### src/sv/chorus_pkg.sv
// ============================================================================
// chorus_pkg
// Shared types, constants and register codes of the LFO-modulated chorus.
// ============================================================================
package chorus_pkg;

    // Default sizes handed down from the top level
    localparam int DELAY_LEN_DEF    = 2048;
    localparam int SINE_ENTRIES_DEF = 1024;
    localparam int SAMPLE_BITS_DEF  = 16;

    // Fixed field widths
    localparam int SINE_W     = 16;   // Q1.15 sine
    localparam int WET_W      = 7;
    localparam int DLY_CFG_W  = 19;   // Q8 delay settings
    localparam int STEP_W     = 32;   // phase accumulator
    localparam int APB_ADDR_W = 4;
    localparam int APB_DATA_W = 32;

    // Register reset values
    localparam logic [WET_W-1:0]     WET_RST   = 7'd50;
    localparam logic [DLY_CFG_W-1:0] BASE_RST  = 19'd86016;
    localparam logic [DLY_CFG_W-1:0] DEPTH_RST = 19'd24576;
    localparam logic [STEP_W-1:0]    STEP_RST  = 32'd89478;

    // Mix constants
    localparam logic [WET_W-1:0] WET_FULL   = 7'd100;
    localparam int               ROUND_HALF = 50;
    // floor(v/100) == (v * DIV100_MUL) >> DIV100_SHIFT for all v < 2^31
    localparam logic [31:0]      DIV100_MUL   = 32'd2748779070;
    localparam int               DIV100_SHIFT = 38;

    // Delay arithmetic: Q8 setting times Q15 sine gives Q23 samples
    localparam int DLY_FRAC  = 23;
    localparam int DLY_ROUND = 4194304;
    localparam int PROD_W    = DLY_CFG_W + 1 + SINE_W;  // depth * sine, signed
    localparam int T_W       = PROD_W + 2;              // tap distance sum, signed
    localparam int D_W       = T_W - 1 - DLY_FRAC;      // whole samples

    // Sine polynomial, Q30
    localparam longint Q30_ONE = 64'sd1073741824;
    localparam longint SIN_C1  = 64'sd1686629716;
    localparam longint SIN_C3  = -64'sd693598674;
    localparam longint SIN_C5  = 64'sd85569306;
    localparam longint SIN_C7  = -64'sd5026997;
    localparam longint SIN_C9  = 64'sd172272;

    // Register map, word index = paddr[3:2]
    typedef enum logic [1:0] {
        REG_WET   = 2'd0,
        REG_BASE  = 2'd1,
        REG_DEPTH = 2'd2,
        REG_STEP  = 2'd3
    } reg_idx_t;

    typedef struct packed {
        logic [WET_W-1:0]     wet_percent;
        logic [DLY_CFG_W-1:0] base_delay;
        logic [DLY_CFG_W-1:0] depth;
        logic [STEP_W-1:0]    phase_step;
    } cfg_t;

    // Controller states
    typedef enum logic [2:0] {
        ST_IDLE,
        ST_SINE,
        ST_PROD,
        ST_DLY,
        ST_ADDR,
        ST_WRITE,
        ST_SUM,
        ST_DIV
    } state_t;

    // Controller to datapath
    typedef struct packed {
        logic load;      // take input word, step LFO
        logic sine_rd;   // sine ROM read
        logic prod;      // depth * sine
        logic dly;       // tap distance, rounded and clamped
        logic rd;        // delay line read
        logic wr;        // delay line write, mix products
        logic sum;       // mix sum, magnitude
        logic out_load;  // divide by 100, load output register
    } cmd_t;

    // Top level to controller
    typedef struct packed {
        logic in_valid;
        logic out_free;
    } stat_t;

endpackage

### src/sv/chorus_ctrl.sv
// ============================================================================
// chorus_ctrl
// Sequencer of the chorus: steps one word through the datapath stages.
// ============================================================================
module chorus_ctrl (
    input  logic              aclk,
    input  logic              aresetn,
    input  chorus_pkg::stat_t stat,
    output logic              in_ready,
    output chorus_pkg::cmd_t  cmd
);

    chorus_pkg::state_t state_reg, state_next;

    // State register
    always_ff @(posedge aclk) begin
        if (!aresetn) begin
            state_reg <= chorus_pkg::ST_IDLE;
        end else begin
            state_reg <= state_next;
        end
    end

    // Next state
    always_comb begin
        state_next = state_reg;
        case (state_reg)
            chorus_pkg::ST_IDLE: begin
                if (stat.in_valid) begin
                    state_next = chorus_pkg::ST_SINE;
                end
            end
            chorus_pkg::ST_SINE:  state_next = chorus_pkg::ST_PROD;
            chorus_pkg::ST_PROD:  state_next = chorus_pkg::ST_DLY;
            chorus_pkg::ST_DLY:   state_next = chorus_pkg::ST_ADDR;
            chorus_pkg::ST_ADDR:  state_next = chorus_pkg::ST_WRITE;
            chorus_pkg::ST_WRITE: state_next = chorus_pkg::ST_SUM;
            chorus_pkg::ST_SUM:   state_next = chorus_pkg::ST_DIV;
            chorus_pkg::ST_DIV: begin
                // hold the result until the output register frees up
                if (stat.out_free) begin
                    state_next = chorus_pkg::ST_IDLE;
                end
            end
            default: state_next = chorus_pkg::ST_IDLE;
        endcase
    end

    // Outputs
    always_comb begin
        cmd      = '0;
        in_ready = 1'b0;
        case (state_reg)
            chorus_pkg::ST_IDLE: begin
                in_ready = 1'b1;
                cmd.load = stat.in_valid;
            end
            chorus_pkg::ST_SINE:  cmd.sine_rd = 1'b1;
            chorus_pkg::ST_PROD:  cmd.prod    = 1'b1;
            chorus_pkg::ST_DLY:   cmd.dly     = 1'b1;
            chorus_pkg::ST_ADDR:  cmd.rd      = 1'b1;
            chorus_pkg::ST_WRITE: cmd.wr      = 1'b1;
            chorus_pkg::ST_SUM:   cmd.sum     = 1'b1;
            chorus_pkg::ST_DIV:   cmd.out_load = stat.out_free;
            default: begin
                cmd      = '0;
                in_ready = 1'b0;
            end
        endcase
    end

    // Checks
    a_accept_starts: assert property (@(posedge aclk) disable iff (!aresetn)
        (stat.in_valid && in_ready) |=> (state_reg == chorus_pkg::ST_SINE))
        else $error("accepted word did not start the sequence");

    a_no_overwrite: assert property (@(posedge aclk) disable iff (!aresetn)
        cmd.out_load |-> stat.out_free)
        else $error("result loaded into a full output register");

    a_one_cmd: assert property (@(posedge aclk) disable iff (!aresetn)
        $onehot0(cmd))
        else $error("more than one datapath command at once");

endmodule

### config.mk
export PLATFORM = sky130hd
export DESIGN_NAME = chorus_ctrl
export DESIGN_NICKNAME = d
export VERILOG_FILES = /design/src/sv/chorus_pkg.sv /design/src/sv/chorus_ctrl.sv
export SDC_FILE = /design/constraint.sdc
export NUM_CORES = 1
export LEC_CHECK = 0
export ABC_AREA = 1
export BUFFER_PORTS_ARGS = -buffer_cell sky130_fd_sc_hd__buf_2
export CELL_PAD_IN_SITES_DETAIL_PLACEMENT = 1
export CELL_PAD_IN_SITES_GLOBAL_PLACEMENT = 2
export CORE_UTILIZATION = 22
export DETAILED_ROUTE_END_ITERATION = 8
export GPL_ROUTABILITY_DRIVEN = 0
export GPL_TIMING_DRIVEN = 0
export PLACE_DENSITY = 0.85
export SYNTH_ARGS = -nofsm -noshare
export SYNTH_HDL_FRONTEND = slang
export SYNTH_SLANG_ARGS = --single-unit
export TNS_END_PERCENT = 1
### constraint.sdc
create_clock -name aclk -period 2.2 [get_ports aclk]
set_clock_uncertainty 0.05 [all_clocks]
set_input_delay 0.11 -clock aclk [delete_from_list [all_inputs] [get_ports aclk]]
set_output_delay 0.11 -clock aclk [all_outputs]
set_load 0.005 [all_outputs]
# Word-level counts from Yosys, hierarchy flattened
# Index checks and enable logic that the tools add are counted.
# totals
output_inout_bits	9
elab_cells	24
reg_bits	3
in_bits	4
# op_classes
n_mux	12
n_eq_ne	9
reduce_logical	2
# op_table
cell	n
$pmux 3 s8	1
$eq 3x3->1 const B	4
$mux 1	9
$eq 3x2->1 const B	2
$mux 3	2
$ne 2x2->1 const B	2
$eq 3x1->1 const B	1
$logic_not 3->1	1
$reduce_and 2->1	1

# Logic depth before layout (Yosys ltp)
# depth
ltp_word	3
ltp_mapped	7
ltp_nobuf	7

# Least setup slack after synthesis
# No wires, ideal clock.
# synth_path
path_kind	register to register
start	reg state_reg[0]
end	reg state_reg[0]
slack_ns	1.038
required_time_ns	2.033
setup_time_ns	0.117
path_buffers	0
t_arrival_ns	0.995
path_stages_with_launch	7
synth_period_minus_slack_ns	1.162
cell_sequence	dfxtp_1 inv_1 ha_1 nand2_1 o21ai_0 nor3_1 nor2_1
# synth_between
elab_chain_cells	3
elab_cells_between_ends	12
cone_classes	eq/ne (9); mux (1); reduce/logical (2)
# synth_rtl
element	line_no	rtl
start: declaration	chorus_ctrl.sv:13	chorus_pkg::state_t state_reg, state_next;
start signal: assignment	chorus_ctrl.sv:18	state_reg <= chorus_pkg::ST_IDLE;
start signal: assignment	chorus_ctrl.sv:20	state_reg <= state_next;
$eq 3x3->1 / $logic_not 3->1 (equally long branches)	chorus_ctrl.sv:27	case (state_reg)
$ne 2x2->1 (no line)	--	
$reduce_and 2->1 (no line)	--	
# Parallel ways exist; a longest one is shown, timed or not.
# A chain may end at the register's enable or synchronous reset.

==> impl_results.md <==
* CTS tree: yes
* Dpl ws at between 0.8 and 0.9 ns
* Clk_lat worst skew at roughly 0.23 ns
* Initial antenna violation count at 0
* # rows at 12
* Initial core utilization at ~25%
* F_max at approximately 720 MHz
* Tot GR Track Use at around 9.3%
* Hold Path Cell Cnt at 3
* WL/cell at between 8 and 9 um
* Critical path's slowest cell: dfxtp_1
* # Post-CTS Setup Buffers at 0
* I/O Pins at 13
* Drt pass-1 iters at 2
* Fin. max-slew vios at 0
* CTS buffer count at 3
* Pwr dens at approximately 1100 nW/um2
* CP Cell Sequence: inv_1 > ha_1 > inv_1 > nor3_1 > buf_2
* Endpoint type of the worst setup path: output pin
* Critical path type: reg -> out
* Clock H-tree levels at 1
* Nets at between 70 and 80
* R2R Path Start: state_reg[0]
* Maximum buffer depth of the clock tree at 2
* Max reg flops at 3
* Worst IR Drop VDD at slightly above 0.3 mV
* Fin area at 394 um2
* Area of the core at between 1000 and 1500 um2
* RSZ-0062 raised after global routing: false
* CP Data Required Time at 2.04 ns
* Path depth of the worst reg2reg path at 6
* Hold Buf Count CTS at 0
* Syn Nets at 54
* Worst Tran Pin Value at 0.218 ns
* Seq/Total Area, Yosys at roughly a fifth
* Clock sinks at 3
* Global-route wire length before repair at around 910 um
* Max Cap Violations at 0
* Critical Path AT at between 1 and 1.5 ns
* Post-CTS sizing at 0
* CP top delay family: flip-flops
* Layout area overhead at 35.8%
* Post-route ant nets at 0
* CP peak stage delay at approximately 0.32 ns
* Outcome: finished, final reports clean
* Min Tclk post-route at ~1.4 ns
* DRT iter0 DRCs at 2
* Die Y at around 38 um
* CTS root buf: clkbuf_4
* Critical path depth in cells at 5
* FF+latch count, synth at 3
* Avg Cell Area, Syn at approximately 6.3 um2
* WP buf/inv at 3
* CP Launch Point: state_reg[0]
* Final WL at ~600 um
* Post-synth cell types at 14
* Setup Total Neg Slack at 0 ns
* Number of remaining DRC errors at 0
* Critical Path Fanout Max at 3
* DR vias at a little over 300
* Final setup fails at 0
* Post-DP Area at ~370 um2
* Final Hold Fails at 0
* Synth warn at 0
* Largest net degree at the start of global routing at 11
* Final WS setup at between 0.8 and 0.9 ns
* Hold Path Class: in -> reg
* Port Buffer Count at 12
* Die width at 38.3 um
* Vias per cell at between 4 and 5
* Vias in the first global route at approximately 260
* DIE AREA at around 1500 um2
* Most used cell, CP: inv_1
* Worst setup SP type: flip-flop
* Period utilization at 62.9%
* Share of cells above drive strength 1 at roughly a third
* Post-synthesis cell count at 46
* Worst Hold Launch: aresetn
* Mapped cell area at 290 um2
* DP HPWL at around 540 um
* Clock transition at the registers of the reported paths at ~0.040 ns
* Relative max-transition margin at ~85%
* Ant. Diodes at 0
* Grt ovf at 0
* P_leak at 0.260 nW
per-stage QoR:
stage	util, %	power [mW]	hold slack (ns)	cells
final	33.7	0.431	0.0588	76
after CTS	33.7	0.441	0.0581	76
after global placement	31.4	0.334	0.306	72
after detailed placement	31.4	0.341	0.304	72
after global routing	33.7	0.475	0.0724	76
after floorplan	-	0.259	0.169	46
where the power goes:
group	total, mW	internal (mW)	switching, mW
combinational	0.245	0.104	0.140
sequential	0.0908	0.0752	0.0157
clock	0.0960	0.0679	0.0281
total	0.431	0.248	0.184
final cells by class:
cell class | instances | area (um2)
plain buffers | 1 | 11.3
repair buffers | 12 | 60.1
well taps | 14 | 17.5
multi-input cells | 28 | 164
flip-flops and latches | 3 | 60.1
clock buffers | 4 | 26.3
inverters | 14 | 55.1
fillers | 171 | 777
layer usage:
| layer | routed length (um) | vias to the layer above | global-route usage, % | part of all wire, % |
|---|---|---|---|---|
| met2 | 261 | 10 | 15.3 | 43 |
| met4 | 16 | 0 | 8.04 | 2.6 |
| met5 | 0 | - | 0 | 0 |
| met1 | 296 | 127 | 10.0 | 49 |
| li1 | - | 167 | - | - |
| met3 | 35 | 2 | 1.74 | 5.7 |
Yosys cell counts, drive strengths merged:
master  instances  area share [%]
inv            14              19
nand2           9              13
nor2            7             9.1
ha              4              17
dfxtp           3              21
nand3           2             6.9
nor3            2             3.4
o21ai           2             3.4
a21oi           1             1.7
buf             1             3.9
nand4           1             2.2
worst reg2reg max path, stage by stage, from the launching register on:
cell     delay (ns)
dfxtp_1        0.35
inv_1          0.09
ha_1           0.24
nand2_1        0.11
o21ai_0        0.09
nor3_1         0.23
nor2_1         0.07
logic make-up after synthesis:
| kind of cell | count (synthesis) | synth area share, % |
|---|---|---|
| flops | 3 | 20.7 |
| simple gates | 21 | 34.1 |
| fa+ha+maj | 4 | 17.2 |
| buf+inv | 15 | 22.8 |
| compound gates | 3 | 5.17 |
final timing paths:
path	endpoint	slack, ns
max	cmd[7]	0.82
min	state_reg[2]	0.06
max reg2reg	state_reg[0]	0.87
min reg2reg	state_reg[1]	0.50
cell usage in the layout, fill, tap and decap left out, drive strengths merged:
master and instances:
a21oi 1, buf 13, clkbuf 4, dfxtp 3, ha 4, inv 14, nand2 9, nand3 2
nand4 1, nor2 7, nor3 2, o21ai 2
(Power assumes the default switching activity.)
